**src/rgbwd_pkg.sv**
```systemverilog
// Shared types and constants for the RGBW dimmer with linear fade.
// Used by every module of the block; depends on nothing else.
`timescale 1ns / 1ps

package rgbwd_pkg;

  localparam int DATA_BITS      = 16;
  localparam int PDATA_BITS     = 32;
  localparam int CFG_ADDR_BITS  = 3;
  localparam int FADE_TIME_BITS = 20;
  localparam logic [FADE_TIME_BITS-1:0] FADE_TIME_RESET = 20'd1000;

  // Register index, taken from paddr[2].
  localparam logic REG_FADE_TIME = 1'b0;

  typedef enum logic [1:0] {
    OP_TICK        = 2'd0,
    OP_SET_CHANNEL = 2'd1,
    OP_SET_DIM     = 2'd2,
    OP_POWER       = 2'd3
  } opcode_t;

  typedef enum logic [2:0] {
    ST_IDLE,
    ST_TICK_WAIT,
    ST_MAX,
    ST_DIM_ISSUE,
    ST_DIM_WAIT,
    ST_OUT_ISSUE,
    ST_OUT_WAIT,
    ST_SEND
  } ctrl_state_t;

  typedef enum logic [1:0] {
    MD_IDLE,
    MD_MUL,
    MD_DIV,
    MD_DONE
  } md_state_t;

endpackage

```
**src/rgbwd_muldiv.sv**
```systemverilog
// Bit-serial unit that computes floor(a * b / d): shift-add multiply, then restoring divide.
// Depends on rgbwd_pkg. The caller guarantees that the quotient fits in A_BITS bits.
`timescale 1ns / 1ps

module rgbwd_muldiv #(
  parameter int A_BITS = 16,
  parameter int B_BITS = 20
) (
  input  logic              clk,
  input  logic              rst,
  input  logic              start,
  input  logic [A_BITS-1:0] a,
  input  logic [B_BITS-1:0] b,
  input  logic [B_BITS-1:0] d,
  output logic              done,
  output logic [A_BITS-1:0] quot
);
  import rgbwd_pkg::*;

  localparam int P_BITS   = A_BITS + B_BITS;
  localparam int CNT_BITS = $clog2((A_BITS > B_BITS ? A_BITS : B_BITS) + 1);

  md_state_t           state, state_next;
  logic [CNT_BITS-1:0] cnt, cnt_next;
  logic [A_BITS-1:0]   mcand;
  logic [B_BITS-1:0]   mplier;
  logic [B_BITS-1:0]   dvsr;
  logic [B_BITS-1:0]   acc_hi;
  logic [A_BITS-1:0]   acc_lo;
  logic [P_BITS-1:0]   mul_sum;
  logic [B_BITS:0]     rem_sh;
  logic [B_BITS:0]     rem_diff;
  logic                qbit;

  always_ff @(posedge clk) begin
    if (rst) begin
      state <= MD_IDLE;
      cnt   <= '0;
    end else begin
      state <= state_next;
      cnt   <= cnt_next;
    end
  end

  always_comb begin
    state_next = state;
    cnt_next   = cnt;
    case (state)
      MD_IDLE: begin
        if (start) begin
          state_next = MD_MUL;
          cnt_next   = CNT_BITS'(B_BITS - 1);
        end
      end
      MD_MUL: begin
        if (cnt == '0) begin
          state_next = MD_DIV;
          cnt_next   = CNT_BITS'(A_BITS - 1);
        end else begin
          cnt_next = cnt - 1'b1;
        end
      end
      MD_DIV: begin
        if (cnt == '0) begin
          state_next = MD_DONE;
        end else begin
          cnt_next = cnt - 1'b1;
        end
      end
      MD_DONE: state_next = MD_IDLE;
      default: state_next = MD_IDLE;
    endcase
  end

  assign mul_sum  = {acc_hi[B_BITS-2:0], acc_lo, 1'b0}
                  + P_BITS'(mplier[B_BITS-1] ? mcand : '0);
  assign rem_sh   = {acc_hi, acc_lo[A_BITS-1]};
  assign rem_diff = rem_sh - {1'b0, dvsr};
  assign qbit     = ~rem_diff[B_BITS];

  always_ff @(posedge clk) begin
    case (state)
      MD_IDLE: begin
        if (start) begin
          mcand  <= a;
          mplier <= b;
          dvsr   <= d;
          acc_hi <= '0;
          acc_lo <= '0;
        end
      end
      MD_MUL: begin
        {acc_hi, acc_lo} <= mul_sum;
        mplier           <= {mplier[B_BITS-2:0], 1'b0};
      end
      MD_DIV: begin
        acc_hi <= qbit ? rem_diff[B_BITS-1:0] : rem_sh[B_BITS-1:0];
        acc_lo <= {acc_lo[A_BITS-2:0], qbit};
      end
      default: begin
      end
    endcase
  end

  assign done = (state == MD_DONE);
  assign quot = acc_lo;

endmodule

```
**src/rgbw_dimmer_with_fade_core.sv**
```systemverilog
// Top level of the four-channel RGBW dimmer with a linear master fade.
// Depends on rgbwd_pkg and rgbwd_muldiv.
`timescale 1ns / 1ps

// The block takes one item at a time and returns one result per item. Every
// product and quotient goes through one shared bit-serial multiply-divide unit.
// An item needs up to four passes through it to scale the channels by the
// master level, one more for a fade tick, and up to four more for a dim change;
// a zero channel skips its pass. A result waits in the output register while
// the next item is taken.
module rgbw_dimmer_with_fade_core #(
  parameter int TIMER_BITS = 20
) (
  input  logic                                 clk,
  input  logic                                 rst,
  input  logic                                 psel,
  input  logic                                 penable,
  input  logic                                 pwrite,
  input  logic [rgbwd_pkg::CFG_ADDR_BITS-1:0]  paddr,
  input  logic [rgbwd_pkg::PDATA_BITS-1:0]     pwdata,
  output logic [rgbwd_pkg::PDATA_BITS-1:0]     prdata,
  output logic                                 pready,
  input  logic                                 in_valid,
  output logic                                 in_stall,
  input  logic [1:0]                           opcode,
  input  logic [1:0]                           channel,
  input  logic [rgbwd_pkg::DATA_BITS-1:0]      value,
  input  logic                                 power_on,
  output logic                                 out_valid,
  input  logic                                 out_stall,
  output logic [rgbwd_pkg::DATA_BITS-1:0]      out_red,
  output logic [rgbwd_pkg::DATA_BITS-1:0]      out_green,
  output logic [rgbwd_pkg::DATA_BITS-1:0]      out_blue,
  output logic [rgbwd_pkg::DATA_BITS-1:0]      out_white,
  output logic [rgbwd_pkg::DATA_BITS-1:0]      dim_level,
  output logic                                 power_state,
  output logic                                 fading
);
  import rgbwd_pkg::*;

  localparam int LEVEL_BITS = DATA_BITS;
  localparam int WORK_BITS = (LEVEL_BITS > TIMER_BITS) ? LEVEL_BITS : TIMER_BITS;
  localparam int FTX_BITS  = (TIMER_BITS > FADE_TIME_BITS) ? TIMER_BITS : FADE_TIME_BITS;
  localparam longint LEVEL_MAX_I = (longint'(1) << LEVEL_BITS) - 1;
  localparam longint DIM_MIN_LEVEL_I = (LEVEL_MAX_I * 5 + 50) / 100;

  typedef logic [LEVEL_BITS-1:0] lvl_t;
  typedef logic [TIMER_BITS-1:0] tmr_t;
  typedef logic [WORK_BITS-1:0]  wrk_t;
  typedef logic [FTX_BITS-1:0]   ftx_t;

  localparam lvl_t LEVEL_MAX = '1;
  localparam lvl_t DIM_MIN_LEVEL = DIM_MIN_LEVEL_I[LEVEL_BITS-1:0];
  localparam tmr_t TIMER_MAX = '1;

  ctrl_state_t               state, state_next;
  logic [FADE_TIME_BITS-1:0] fade_time;
  lvl_t                      chan [4];
  lvl_t                      res [4];
  lvl_t                      dim_value;
  lvl_t                      master_level;
  lvl_t                      fade_origin;
  logic                      fade_goal_full;
  tmr_t                      elapsed_ticks;
  logic                      powered;
  logic                      turning_off;
  lvl_t                      target;
  lvl_t                      max_q;
  logic [1:0]                idx;

  opcode_t op_in;
  logic    accept;
  logic    cfg_write;
  logic    out_free;
  lvl_t    val_l;
  lvl_t    goal;
  logic    at_goal;
  ftx_t    ft_x;
  tmr_t    ft_eff;
  tmr_t    elapsed_inc;
  logic    fade_end;
  lvl_t    max01, max23, max_chan;
  lvl_t    dim_clamp;
  lvl_t    fade_span;
  logic    chan_nz;
  logic    out_nz;

  logic md_start;
  lvl_t md_a;
  wrk_t md_b;
  wrk_t md_d;
  logic md_done;
  lvl_t md_q;

  assign pready    = 1'b1;
  assign cfg_write = psel && penable && pwrite && pready
                  && (paddr[CFG_ADDR_BITS-1] == REG_FADE_TIME);

  always_comb begin
    prdata = '0;
    if (paddr[CFG_ADDR_BITS-1] == REG_FADE_TIME) begin
      prdata = PDATA_BITS'(fade_time);
    end
  end

  assign in_stall = (state != ST_IDLE);
  assign accept   = in_valid && !in_stall;
  assign op_in    = opcode_t'(opcode);
  assign val_l    = lvl_t'(value);
  assign out_free = !out_valid || !out_stall;

  assign goal    = fade_goal_full ? LEVEL_MAX : '0;
  assign at_goal = (master_level == goal);

  assign ft_x        = FTX_BITS'(fade_time);
  assign ft_eff      = (ft_x == '0) ? tmr_t'(1)
                     : (ft_x > FTX_BITS'(TIMER_MAX)) ? TIMER_MAX : tmr_t'(ft_x);
  assign elapsed_inc = (elapsed_ticks == TIMER_MAX) ? elapsed_ticks : elapsed_ticks + 1'b1;
  assign fade_end    = (elapsed_inc >= ft_eff);

  assign max01    = (chan[0] > chan[1]) ? chan[0] : chan[1];
  assign max23    = (chan[2] > chan[3]) ? chan[2] : chan[3];
  assign max_chan = (max01 > max23) ? max01 : max23;

  assign dim_clamp = (val_l < DIM_MIN_LEVEL) ? DIM_MIN_LEVEL : val_l;
  assign fade_span = fade_goal_full ? LEVEL_MAX - fade_origin : fade_origin;
  assign chan_nz   = (chan[idx] != '0);
  assign out_nz    = powered && chan_nz && (master_level != '0);

  always_ff @(posedge clk) begin
    if (rst) begin
      state <= ST_IDLE;
    end else begin
      state <= state_next;
    end
  end

  always_comb begin
    state_next = state;
    md_start   = 1'b0;
    md_a       = chan[idx];
    md_b       = wrk_t'(master_level);
    md_d       = wrk_t'(LEVEL_MAX);
    case (state)
      ST_IDLE: begin
        md_a = fade_span;
        md_b = wrk_t'(elapsed_inc);
        md_d = wrk_t'(ft_eff);
        if (accept) begin
          case (op_in)
            OP_TICK: begin
              if (!at_goal && !fade_end) begin
                md_start   = 1'b1;
                state_next = ST_TICK_WAIT;
              end else begin
                state_next = ST_OUT_ISSUE;
              end
            end
            OP_SET_CHANNEL: state_next = ST_MAX;
            OP_SET_DIM:     state_next = (max_chan == '0) ? ST_OUT_ISSUE : ST_DIM_ISSUE;
            OP_POWER:       state_next = ST_OUT_ISSUE;
            default:        state_next = ST_OUT_ISSUE;
          endcase
        end
      end
      ST_TICK_WAIT: begin
        if (md_done) begin
          state_next = ST_OUT_ISSUE;
        end
      end
      ST_MAX: state_next = ST_OUT_ISSUE;
      ST_DIM_ISSUE: begin
        md_b = wrk_t'(target);
        md_d = wrk_t'(max_q);
        if (chan_nz) begin
          md_start   = 1'b1;
          state_next = ST_DIM_WAIT;
        end else if (idx == 2'd3) begin
          state_next = ST_OUT_ISSUE;
        end
      end
      ST_DIM_WAIT: begin
        if (md_done) begin
          state_next = (idx == 2'd3) ? ST_OUT_ISSUE : ST_DIM_ISSUE;
        end
      end
      ST_OUT_ISSUE: begin
        if (out_nz) begin
          md_start   = 1'b1;
          state_next = ST_OUT_WAIT;
        end else if (idx == 2'd3) begin
          state_next = ST_SEND;
        end
      end
      ST_OUT_WAIT: begin
        if (md_done) begin
          state_next = (idx == 2'd3) ? ST_SEND : ST_OUT_ISSUE;
        end
      end
      ST_SEND: begin
        if (out_free) begin
          state_next = ST_IDLE;
        end
      end
      default: state_next = ST_IDLE;
    endcase
  end

  always_ff @(posedge clk) begin
    if (rst) begin
      fade_time      <= FADE_TIME_RESET;
      for (int i = 0; i < 4; i++) begin
        chan[i] <= '0;
      end
      dim_value      <= '0;
      master_level   <= '0;
      fade_origin    <= '0;
      fade_goal_full <= 1'b0;
      elapsed_ticks  <= '0;
      powered        <= 1'b0;
      turning_off    <= 1'b0;
      idx            <= '0;
      out_valid      <= 1'b0;
    end else begin
      if (cfg_write) begin
        fade_time <= pwdata[FADE_TIME_BITS-1:0];
      end
      case (state)
        ST_IDLE: begin
          idx <= '0;
          if (accept) begin
            case (op_in)
              OP_TICK: begin
                elapsed_ticks <= elapsed_inc;
                if (!at_goal && fade_end) begin
                  master_level <= goal;
                  if (turning_off) begin
                    powered     <= 1'b0;
                    turning_off <= 1'b0;
                  end
                end
              end
              OP_SET_CHANNEL: chan[channel] <= val_l;
              OP_SET_DIM: begin
                dim_value <= dim_clamp;
              end
              OP_POWER: begin
                fade_origin    <= master_level;
                fade_goal_full <= power_on;
                elapsed_ticks  <= '0;
                if (power_on) begin
                  powered     <= 1'b1;
                  turning_off <= 1'b0;
                end else begin
                  turning_off <= 1'b1;
                end
              end
              default: begin
              end
            endcase
          end
        end
        ST_TICK_WAIT: begin
          if (md_done) begin
            master_level <= fade_goal_full ? fade_origin + md_q : fade_origin - md_q;
          end
        end
        ST_MAX: dim_value <= max_chan;
        ST_DIM_ISSUE: begin
          if (!chan_nz) begin
            idx <= idx + 1'b1;
          end
        end
        ST_DIM_WAIT: begin
          if (md_done) begin
            chan[idx] <= md_q;
            idx       <= idx + 1'b1;
          end
        end
        ST_OUT_ISSUE: begin
          if (!out_nz) begin
            idx <= idx + 1'b1;
          end
        end
        ST_OUT_WAIT: begin
          if (md_done) begin
            idx <= idx + 1'b1;
          end
        end
        default: begin
        end
      endcase
      if (state == ST_SEND && out_free) begin
        out_valid <= 1'b1;
      end else if (out_valid && !out_stall) begin
        out_valid <= 1'b0;
      end
    end
  end

  always_ff @(posedge clk) begin
    if (state == ST_IDLE && accept) begin
      target <= dim_clamp;
      max_q  <= max_chan;
    end
    if (state == ST_OUT_ISSUE && !out_nz) begin
      res[idx] <= '0;
    end
    if (state == ST_OUT_WAIT && md_done) begin
      res[idx] <= md_q;
    end
    if (state == ST_SEND && out_free) begin
      out_red     <= DATA_BITS'(res[0]);
      out_green   <= DATA_BITS'(res[1]);
      out_blue    <= DATA_BITS'(res[2]);
      out_white   <= DATA_BITS'(res[3]);
      dim_level   <= DATA_BITS'(dim_value);
      power_state <= powered;
      fading      <= !at_goal;
    end
  end

  rgbwd_muldiv #(
    .A_BITS(LEVEL_BITS),
    .B_BITS(WORK_BITS)
  ) u_muldiv (
    .clk  (clk),
    .rst  (rst),
    .start(md_start),
    .a    (md_a),
    .b    (md_b),
    .d    (md_d),
    .done (md_done),
    .quot (md_q)
  );

endmodule

```
**config.mk**
```make
export PLATFORM = sky130hd
export DESIGN_NAME = rgbw_dimmer_with_fade_core
export DESIGN_NICKNAME = d
export VERILOG_FILES = /design/src/rgbwd_pkg.sv /design/src/rgbwd_muldiv.sv /design/src/rgbw_dimmer_with_fade_core.sv
export SDC_FILE = /design/constraint.sdc
export NUM_CORES = 1
export LEC_CHECK = 0
export ABC_AREA = 1
export BUFFER_PORTS_ARGS = -buffer_cell sky130_fd_sc_hd__buf_4
export CAP_MARGIN = 10
export CORE_UTILIZATION = 30
export CTS_CLUSTER_DIAMETER = 40
export CTS_CLUSTER_SIZE = 28
export DETAILED_ROUTE_END_ITERATION = 12
export GPL_ROUTABILITY_DRIVEN = 1
export PLACE_DENSITY = 0.43
export SLEW_MARGIN = 25
export SYNTH_ARGS = -nofsm -noshare
export SYNTH_HDL_FRONTEND = slang
export SYNTH_SLANG_ARGS = --single-unit
```
**constraint.sdc**
```tcl
create_clock -name clk -period 7.03 [get_ports clk]
set_input_delay 0.703 -clock clk [delete_from_list [all_inputs] [get_ports clk]]
set_output_delay 0.703 -clock clk [all_outputs]
set_load 0.01 [all_outputs]
```
[Word level (Yosys, flattened, before mapping)]
Memories as Yosys holds them, arrays and structs flattened. A register that Yosys moved wholly into a read port is not among the register bits.
Cells that the tools add are included.
Storage, ports and cells
  register bits after elaboration: 246
  bits in writable memories: 128
  input bits: 63
  output and inout bits: 117
  word-level logic and storage cells: 227
  memories: 2
Memories
  chan: depth 4, bits a word 16, rd ports 5, clocked after Yosys merged registers in 1, write ports 4, line rgbw_dimmer_with_fade_core.sv:58  | lvl_t chan [4];
  res: depth 4, bits a word 16, rd ports 4, clocked after Yosys merged registers in 4, write ports 1, line rgbw_dimmer_with_fade_core.sv:59  | lvl_t res [4];
Cells by class
  add/sub/neg operators: 8
  $lt $le $gt $ge: 6
  equality and inequality tests: 36
  multiplexer cells: 97
  bitwise logic cells: 3
  reductions and logical operators: 52
Operators with widths (count)
  16-bit two-way mux: 19
  20-bit one-hot mux with 2 select lines: 4
  20-bit two-way mux: 7
  16-bit one-hot mux with 2 select lines: 2
  20-bit one-hot mux with 3 select lines: 1
  16-bit greater-than comparator: 3
  16-bit one-hot mux with 3 select lines: 1
  36-bit adder: 1
  3-bit two-way mux: 12
  16-bit nonzero test: 2
  16-bit OR reduction: 2
  1-bit two-way mux: 29
  2-bit != test (second input constant): 13
  3-bit one-hot mux with 8 select lines: 1
  2-bit two-way mux: 11
  21-bit by 20-bit subtractor with 21-bit output: 1
  20-bit by 1-bit adder with 20-bit output (second input constant): 1
  20-bit equality test (second input constant): 1
  20-bit >= comparator: 1
  20-bit greater-than comparator (second input constant): 1
  20-bit logical NOT: 1
  16-bit adder: 1
  16-bit equality test: 1
  16-bit logical NOT: 1
  other kinds (36): 85

[Logic depth before layout (Yosys ltp)]
Gate-level depths: netlist of the first run.
  depth in word-level cells: 12
  gate-level depth with buffers: 36

[Modules after synthesis]
A second synthesis of the first run with hierarchy kept.
Second synthesis, totals
  cell total of the unflattened synthesis: 3001
  area, all modules: 25253.0 um2
Modules (own cells, without submodules)
  rgbw_dimmer_with_fade_core: instances 1, cells an instance 2008, area an instance 17925.9 um2
  rgbwd_muldiv: instances 1, cells an instance 993, area an instance 7327.0 um2

[Worst setup path after synthesis of the first run]
OpenSTA, ideal clock, no wires.
  path kind: reg-to-reg
  start: register elapsed_ticks[0]
  end: register u_muldiv.acc_hi[0], enable pin
  library setup time: 0.441 ns
  data arrival time: 4.832 ns
  required time: 6.589 ns
  setup slack: 1.757 ns
  cell stages (with the launch flop): 26
  clock period less this slack: 5.273 ns
  path through: dfxtp_1 -> ha_1 -> inv_1 -> nor3_1 -> nand2_1 -> inv_1 -> nand2_1 -> nor3_1 -> nand4_1 -> inv_1 -> nor2_1 -> nand3_1 -> xnor2_1 -> ha_1 -> a21oi_1 -> o21ai_0 -> nand2_1 -> o211ai_1 -> nand2_1 -> nand4_1 -> nand2b_1 -> nor2_1 -> nand2_1 -> nand3_4 -> inv_1 -> a21oi_1
Between the ends
  longest elaborated chain between the ends: 11
RTL lines
  from (decl): line rgbw_dimmer_with_fade_core.sv:64  | tmr_t elapsed_ticks;
  from (signal assigned): line rgbw_dimmer_with_fade_core.sv:234  | elapsed_ticks <= elapsed_inc;
  20-bit by 1-bit adder with 20-bit output / 20-bit equality test (equally long branches): line rgbw_dimmer_with_fade_core.sv:118  | assign elapsed_inc = (elapsed_ticks == TIMER_MAX) ? elapsed_ticks : elapsed_ticks + 1'b1;
  20-bit two-way mux *: line rgbw_dimmer_with_fade_core.sv:118
  20-bit >= comparator *: line rgbw_dimmer_with_fade_core.sv:119  | assign fade_end = (elapsed_inc >= ft_eff);
  1-bit logical NOT *: line rgbw_dimmer_with_fade_core.sv:152  | if (!at_goal && !fade_end) begin
  1-bit logical AND *: line rgbw_dimmer_with_fade_core.sv:152
  1-bit two-way mux *: line rgbw_dimmer_with_fade_core.sv:152
  1-bit two-way mux *: line rgbw_dimmer_with_fade_core.sv:150  | case (op_in)
  1-bit two-way mux *: line rgbw_dimmer_with_fade_core.sv:149  | if (accept) begin
  1-bit one-hot mux with 3 select lines *: line rgbw_dimmer_with_fade_core.sv:144  | case (state)
  2-bit != test (no line) *
  2-bit AND reduction (no line) *
  to (signal assigned): line rgbwd_muldiv.sv:93  | {acc_hi, acc_lo} <= mul_sum;
  to (signal assigned): line rgbwd_muldiv.sv:97  | acc_hi <= qbit ? rem_diff[B_BITS-1:0] : rem_sh[B_BITS-1:0];
  to (decl): line rgbwd_muldiv.sv:28  | logic [B_BITS-1:0] acc_hi;
Mark *: on every way between the ends. The rest lies on a longest branch, timed or not.
A chain may end at the register's enable or synchronous reset.

==> flow_summary.yaml, run 1 <==
run_status:
  status: "complete, no violations"
sta:
  slew_violations: 0
  setup_viol: 0
  worst_pin_slew_ns: 1.04
  hold_viol_final: 0
  period_minus_slack_ns: 5.30
  finalCritPeriodShare_pct: 75.4
  max_slew_margin_pct: 30.0
  rsz0062_at_grt: "false"
  fmax_mhz: 189
  tns_ns: 0
  fin_skew_ns: 0.0306
  worst_slack_ns: 1.73
global_route:
  grt_antenna_before_repair: 1
  grt_util_all_layers_pct: 19.4
  overflow: 0
  grt_max_degree: 65
  grt_pass1_wl_um: 120000
  grt_pass1_vias: 19700
setup_path:
  worstReg2RegEnd: "state[1]"
  r2r_cells: 28
  cp_slowest_stage_delay_ns: 0.76
  ff2ff_setup_slack_ns: 1.73
  worstPathMaxFanout: 17
  r2r-start: "chan[1][5]"
  cp.arrival_ns: 5.87
  worst_setup_path_end_kind: "register"
  slowest_stage: "a21oi_2"
  crit_top_cell: "nand2_1"
  crit_path_start_kind: "register"
  required_ns: 7.60
  criticalPathCategory: "register to register"
clocking:
  clock_latency_ns: 0.64
  ctsResizeCount: 0
  cts_setup_buffers: 0
  cts_root_buffer: "clkbuf_16"
  cts.sinks: 440
  clk_pin_slew_ns: 0.06
  htreeDepth: 3
  ctsHoldBuffers: 0
  numCtsBuffers: 88
  cts.path.max_buffers: 3
  cts_tree: "built"
route:
  first_pass_iters: 7
  drcViolationCount: 0
  drtIter0Drc: 1527
  antenna_left: 0
  wl_per_cell_um: 19.6
  vias_per_cell: 4.89
  wl_um: 79700
  via_count: 19900
synth:
  async_flop_share_pct: 0
  synth_edf_count: 334
  ys.flop_type: "edfxtp_1"
  netlist_instances: 2778
  seq_area_frac_synth_pct: 50.5
  syn_area_um2: 24100
  yosysWarnings: 0
  synth_area_per_cell_um2: 8.67
  synth_cell_type_count: 61
  synth_seq_cells: 440
floorplanning:
  die_area_um2: 81400
  initial_core_util_pct: 30.4
  rows: 103
  core_area_um2: 79300
  die-width_um: 285
  ios: 180
  dieHeight_um: 285
min_path:
  min_path_type: "input port to register"
  hold_path_depth: 3
  whs_endpoint: "fade_time[5]"
  min_from: "pwdata[5]"
layout:
  drive_gt1_share_pct: 13.0
  syn2layout_area_growth_pct: 22.0
  final_cell_area_um2: 29400
  final_cell_mix: "nand2_1, edfxtp_1, inv_1"
  nets: 3143
  final_common_cell: "nand2_1"
  nFillCells: 8099
  utilization_pct: 37.1
place:
  dpl_cell_area_um2: 26300
  portBuffers: 152
  pre_cts_ws_ns: 1.73
  post-dp-hpwl_um: 58600
  place.gp.congestion: 0.901
power_and_ir_drop:
  peakVddDrop_v: 0.000200
  cellPowerDensity_nw_per_um2: 403
  p_leak_uw: 0.0118
flow_run:
  drv_cap: 0
flip-flops by register name (all words and copies together) (netlist names), 20 cells and up, named ones only:
register	count
u_muldiv.mplier	20
res	64
u_muldiv.acc_hi	20
fade_time	20
chan	64
elapsed_ticks	20
u_muldiv.dvsr	20
area by class of cell:
| class | instances | area (um2) | area share, % |
|---|---|---|---|
| antenna | 1 | 2.50 | 0.00852 |
| clock buffer | 102 | 2330 | 7.92 |
| clock inverter | 64 | 728 | 2.48 |
| inverter | 348 | 1310 | 4.45 |
| multi-input combinational | 1886 | 10200 | 34.7 |
| sequential | 440 | 12200 | 41.4 |
| tap | 1050 | 1310 | 4.47 |
| timing repair buffer | 179 | 1350 | 4.60 |
through the flow:
step,total power [uW],hold WS (ns),std cells
floorplan,6270,0.400,2789
global route,12500,0.268,4069
global placement,7610,0.402,3902
CTS,11900,0.251,4069
detailed placement,7640,0.405,3903
finish,11800,0.288,4070
synthesized netlist by cell type (13+ instances only):
master,instances,share of area (%)
a21oi_1,282,5.9
a41oi_1,13,0.47
and2_1,20,0.52
buf_2,16,0.33
buf_4,17,0.53
clkbuf_1,67,1.0
dfxtp_1,106,8.8
edfxtp_1,334,42
ha_1,134,7.0
inv_1,334,5.2
nand2_1,540,8.4
nand3_1,140,2.9
nand3b_1,14,0.44
nand4_1,29,0.75
nor2_1,265,4.1
nor2_2,14,0.36
nor3_1,29,0.60
o211ai_1,22,0.69
o21ai_0,197,4.1
o22ai_1,17,0.44
xor2_1,33,1.2
how the worst max path moves through the flow:
stage / endpoint / cells after the start / from / slack [ns]
after floorplan: u_muldiv.acc_hi[0] / 25 / elapsed_ticks[0] / 1.76
after global placement: state[1] / 28 / chan[1][5] / 1.70
after detailed placement: state[1] / 28 / chan[1][5] / 1.73
after CTS: state[1] / 28 / chan[1][5] / 1.72
after global routing: state[1] / 28 / chan[3][11] / 1.31
final: state[1] / 28 / chan[1][5] / 1.73
worst max-delay path, delay by kind of cell (launching register included):
kind	cells	cell delay (ns)
adders and majority gates	2	0.54
DFF	1	0.38
and+or+nand+nor	21	3.07
AOI/OAI and AO/OA	3	1.06
buffers and inverters	2	0.17
per-layer routing:
layer / wire (um) / global-route usage [%]
met1: 37100 / 26.5
met2: 36100 / 30.6
met3: 3940 / 3.06
met4: 2510 / 7.45
met5: 0 / 0
cell families after synthesis:
family | count (synthesis) | synth area share [%]
buf+inv | 463 | 7.66
compound gates | 607 | 13.9
simple gates | 1086 | 19.2
flops | 440 | 50.5
fa+ha+maj | 137 | 7.21
other cells | 2 | 0.0312
xor+xnor | 42 | 1.53
mux | 1 | 0.0416
power breakdown:
| group | leakage, uW | switching, uW | internal, uW |
|---|---|---|---|
| Sequential | 0.00393 | 390 | 3390 |
| Combinational | 0.00645 | 2700 | 1130 |
| Clock | 0.00147 | 1550 | 2660 |
| Total | 0.0118 | 4650 | 7180 |
Power figures use the tool's default switching activity.
==> run 2, diff against run 1 <==
==> constraint.sdc (replaced) <==
create_clock -name clk -period 5.35 [get_ports clk]
set_input_delay 0.535 -clock clk [delete_from_list [all_inputs] [get_ports clk]]
set_output_delay 0.535 -clock clk [all_outputs]
set_load 0.01 [all_outputs]
==> flow_summary.yaml, run 2 (synthesis gave the netlist of run 1 again) <==
sta:
  slew_violations: 0
  fmax_mhz: 214
  fin_skew_ns: 0.0491
  max_slew_margin_pct: 30.2
  hold_viol_final: 0
  rsz0062_at_grt: "false"
  setup_viol: 0
  worst_pin_slew_ns: 1.04
  finalCritPeriodShare_pct: 87.2
  period_minus_slack_ns: 4.67
  tns_ns: 0
floorplanning:
  ios: 180
  die_area_um2: 81400
  dieHeight_um: 285
  core_area_um2: 79300
  initial_core_util_pct: 30.4
  die-width_um: 285
  rows: 103
global_route:
  grt_pass1_vias: 19600
  grt_pass1_wl_um: 119000
  overflow: 0
  grt_util_all_layers_pct: 19.2
  grt_max_degree: 65
  grt_antenna_before_repair: 0
flow_run:
  drv_cap: 0
setup_path:
  crit_path_start_kind: "register"
  r2r-start: "elapsed_ticks[0]"
  cp.arrival_ns: 4.94
  worstPathMaxFanout: 20
  ff2ff_setup_slack_ns: 0.68
  required_ns: 5.63
  worstReg2RegEnd: "u_muldiv.mplier[6]"
  r2r_cells: 26
  worst_setup_path_end_kind: "register"
  criticalPathCategory: "register to register"
layout:
  final_common_cell: "nand2_1"
  nFillCells: 8014
  multi_input_area_um2: 10200
  final_cell_mix: "nand2_1, edfxtp_1, inv_1"
  nets: 3171
  utilization_pct: 37.4
  drive_gt1_share_pct: 13.8
  top_regs: "chan x64, res x64"
  seqCellArea_um2: 12200
  syn2layout_area_growth_pct: 23.2
clocking:
  cts_tree: "built"
  ctsResizeCount: 0
  ctsHoldBuffers: 0
  cts.path.max_buffers: 3
  cts_root_buffer: "clkbuf_16"
  cts_setup_buffers: 0
  cts.sinks: 440
  clk_pin_slew_ns: 0.06
  numCtsBuffers: 87
  clock_latency_ns: 0.64
  htreeDepth: 3
route:
  via_count: 20000
  drtIter0Drc: 1549
  drcViolationCount: 0
  wl_per_cell_um: 19.4
  antenna_left: 0
  wl_um: 79400
  first_pass_iters: 6
  vias_per_cell: 4.88
min_path:
  whs_endpoint: "fade_time[7]"
  hold_path_depth: 3
  min_path_type: "input port to register"
  min_from: "pwdata[7]"
power_and_ir_drop:
  fin_total_pwr_uw: 15700
  cellPowerDensity_nw_per_um2: 531
  p_leak_uw: 0.0120
  peakVddDrop_v: 0.000268
place:
  portBuffers: 152
  post-dp-hpwl_um: 58900
  place.gp.congestion: 0.888
run_status:
  status: "complete, no violations"
==> run 2: cell count changes in the layout (fill, tap and decap cells not counted), sizes merged <==
cell	delta
clkinv	-2
buf	+29
bufinv	+1
inv	-2
clkbuf	-1
clkinvlp	+2
==> run 2: how the worst max path moves through the flow <==
stage | slack (ns) | endpoint | from
3_3_place_gp | 0.66 | u_muldiv.mplier[15] | elapsed_ticks[0]
4_1_cts | 0.65 | u_muldiv.mplier[6] | elapsed_ticks[0]
6_report | 0.68 | u_muldiv.mplier[6] | elapsed_ticks[0]
2_1_floorplan | 0.08 | u_muldiv.acc_hi[0] | elapsed_ticks[0]
5_1_grt | 0.28 | u_muldiv.mplier[6] | elapsed_ticks[0]
3_5_place_dp | 0.71 | u_muldiv.mplier[15] | elapsed_ticks[0]
==> run 2: cell type report <==
cell class | instances | area share [%]
Tap cell | 1050 | 4.43
Inverter | 348 | 4.41
Timing Repair Buffer | 208 | 5.42
Clock buffer | 101 | 7.83
Sequential cell | 440 | 41.0
Antenna cell | 1 | 0.00844
Clock inverter | 63 | 2.58
Multi-Input combinational cell | 1886 | 34.4
==> run 2: metrics by stage <==
step                      worst slack [ns]  hold WS, ns  cell area, um2  cells
after floorplan                     0.0766        0.400           24100   2789
after global placement               0.658        0.401           26600   3931
after detailed placement             0.707        0.405           26600   3931
after CTS                            0.646       0.0667           29600   4095
after global routing                 0.277        0.107           29700   4096
final                                0.684        0.107           29700   4097
==> run 2: per-layer routing <==
layer	wire length (um)	vias to the layer above	global-route usage, %
met2	36300	523	30.5
li1	-	9843	-
met4	2520	0	7.49
met3	4280	132	3.09
met1	36400	9497	26.2
met5	0	-	0
==> run 2: report_power, final <==
part	switching, uW	leakage [uW]	total, uW	internal [uW]
Clock	2070	0.00148	5620	3550
Combinational	3540	0.00660	5140	1600
Sequential	529	0.00393	4980	4450
Total	6140	0.0120	15700	9600
==> run 2: critical path, stage by stage (launching register included) <==
cell      delay [ns]
dfxtp_1         0.38
ha_1            0.20
inv_1           0.06
nor3_1          0.28
nand2_1         0.15
inv_1           0.14
nand2_1         0.10
nor3_1          0.17
nand4_1         0.14
inv_1           0.12
nor2_1          0.07
nand3_1         0.08
xnor2_1         0.19
ha_1            0.31
a21oi_1         0.14
o21ai_0         0.10
nand2_1         0.08
o211ai_1        0.08
nand2_1         0.07
nand4_1         0.16
nand2b_1        0.22
nor2_1          0.14
nand2_1         0.19
nand3_4         0.18
inv_1           0.10
a21oi_2         0.11
buf_4           0.33
==> run 3, diff against run 2 <==
--- a/config.mk
+++ b/config.mk
@@ -14,6 +14,7 @@
 export DETAILED_ROUTE_END_ITERATION = 12
 export GPL_ROUTABILITY_DRIVEN = 1
 export PLACE_DENSITY = 0.43
+export REMOVE_ABC_BUFFERS = 1
 export SLEW_MARGIN = 25
 export SYNTH_ARGS = -nofsm -noshare
 export SYNTH_HDL_FRONTEND = slang
==> flow_summary.yaml, run 3 (synthesis gave the netlist of run 1 again) <==
clocking:
  ctsHoldBuffers: 0
  cts_setup_buffers: 0
  htreeDepth: 3
  cts.sinks: 440
  cts.path.max_buffers: 3
  clock_latency_ns: 0.64
  numCtsBuffers: 90
  ctsResizeCount: 0
  clk_pin_slew_ns: 0.05
  cts_root_buffer: "clkbuf_16"
  cts_tree: "built"
sta:
  worst_pin_slew_ns: 1.04
  max_slew_margin_pct: 30.7
  period_minus_slack_ns: 4.80
  fmax_mhz: 208
  slew_violations: 0
  rsz0062_at_grt: "false"
  hold_viol_final: 0
  setup_viol: 0
  finalCritPeriodShare_pct: 89.8
  fin_skew_ns: 0.0239
  worst_slack_ns: 0.546
  tns_ns: 0
power_and_ir_drop:
  peakVddDrop_v: 0.000227
  p_leak_uw: 0.0120
  cellPowerDensity_nw_per_um2: 540
setup_path:
  worst_setup_path_end_kind: "register"
  required_ns: 5.63
  r2r_cells: 24
  crit_path_start_kind: "register"
  worstReg2RegEnd: "u_muldiv.acc_hi[16]"
  worstPathMaxFanout: 22
  r2r-start: "elapsed_ticks[0]"
  criticalPathCategory: "register to register"
  ff2ff_setup_slack_ns: 0.55
  cp.arrival_ns: 5.09
global_route:
  use_met2_pct: 30.7
  grt_busiest_layer: "met2"
  grt_pass1_vias: 19600
  grt_antenna_before_repair: 0
  grt_util_all_layers_pct: 19.5
  overflow: 0
  use_met3_pct: 2.87
  grt_max_degree: 65
  met1_usage_pct: 27.4
  grt_pass1_wl_um: 120000
route:
  vias_per_cell: 4.89
  first_pass_iters: 6
  wl_um: 79700
  drtIter0Drc: 1580
  via_count: 20000
  antenna_left: 0
  wl_per_cell_um: 19.5
  drcViolationCount: 0
min_path:
  min_path_type: "input port to register"
  hold_path_depth: 3
  whs_endpoint: "fade_time[7]"
  min_from: "pwdata[7]"
floorplanning:
  dieHeight_um: 285
  initial_core_util_pct: 30.4
  die_area_um2: 81400
  rows: 103
  core_area_um2: 79300
  die-width_um: 285
  ios: 180
layout:
  nFillCells: 8013
  drive_gt1_share_pct: 13.9
  num_antenna_cells: 0
  final_common_cell: "nand2_1"
  final_cell_mix: "nand2_1, edfxtp_1, inv_1"
  multi_input_area_um2: 10200
  nets: 3160
  seqCellArea_um2: 12200
  top_regs: "chan x64, res x64"
  syn2layout_area_growth_pct: 23.5
run_status:
  status: "complete, no violations"
place:
  portBuffers: 152
  post-dp-hpwl_um: 59300
  place.gp.congestion: 0.906
  pre_cts_ws_ns: 0.615
flow_run:
  drv_cap: 0
==> run 3: cell count changes in the layout (fill, tap and decap cells not counted), sizes merged, moves of 2 or more <==
cell	change
clkinvlp	+5
bufinv	+2
buf	-14
inv	+3
clkbuf	+6
clkinv	-10
==> run 3: worst max-delay path by stage <==
stage	from	to	slack (ns)
floorplan	elapsed_ticks[0]	u_muldiv.acc_hi[0]	0.07
global placement	elapsed_ticks[0]	u_muldiv.acc_hi[12]	0.69
detailed placement	elapsed_ticks[0]	u_muldiv.acc_hi[13]	0.61
CTS	elapsed_ticks[0]	u_muldiv.acc_hi[0]	0.60
global route	elapsed_ticks[0]	u_muldiv.acc_hi[16]	0.18
finish	elapsed_ticks[0]	u_muldiv.acc_hi[16]	0.55
==> run 3: critical path, stage by stage, from the launching register on <==
cell and delay (ns):
dfxtp_1 0.39, ha_1 0.22, inv_1 0.07, nor3_1 0.30
nand2_1 0.14, inv_1 0.14, nand3_1 0.11, nor2_1 0.12
nand2_1 0.08, nor2_1 0.10, inv_1 0.08, nand2_1 0.08
xor2_1 0.39, ha_1 0.34, a21oi_1 0.15, o21ai_0 0.11
a21oi_1 0.17, nand4_1 0.20, nand2b_1 0.23, nor2_1 0.12
nand2_1 0.16, nand3_4 0.17, inv_1 0.10, a21oi_4 0.13
buf_4 0.34
==> run 3: final cells by class <==
class                           instances  area share, %
Clock buffer                          107           8.60
Clock inverter                         63           2.48
Inverter                              348           4.39
Multi-Input combinational cell       1886           34.3
Sequential cell                       440           40.9
Tap cell                             1050           4.42
Timing Repair Buffer                  194           4.91
==> run 3: per-layer routing <==
metal | wire, um | up-vias
met1 | 38000 | 9562
met3 | 3870 | 117
met5 | 0 | -
li1 | - | 9819
met2 | 36000 | 510
met4 | 1880 | 0
==> run 3: through the flow <==
stage | power [uW] | utilization, % | instances | area (um2) | hold WS (ns)
finish | 16100 | 37.5 | 4088 | 29700 | 0.125
global route | 17000 | 37.5 | 4088 | 29700 | 0.121
CTS | 16200 | 37.5 | 4087 | 29700 | 0.0946
detailed placement | 10100 | 33.4 | 3917 | 26400 | 0.405
global placement | 10100 | 33.4 | 3917 | 26400 | 0.402
floorplan | 8100 | - | 2674 | 23600 | 0.400
==> run 3: power by group <==
group	internal (uW)	switching, uW
Combinational	1510	3630
Sequential	4450	470
Clock	3920	2080
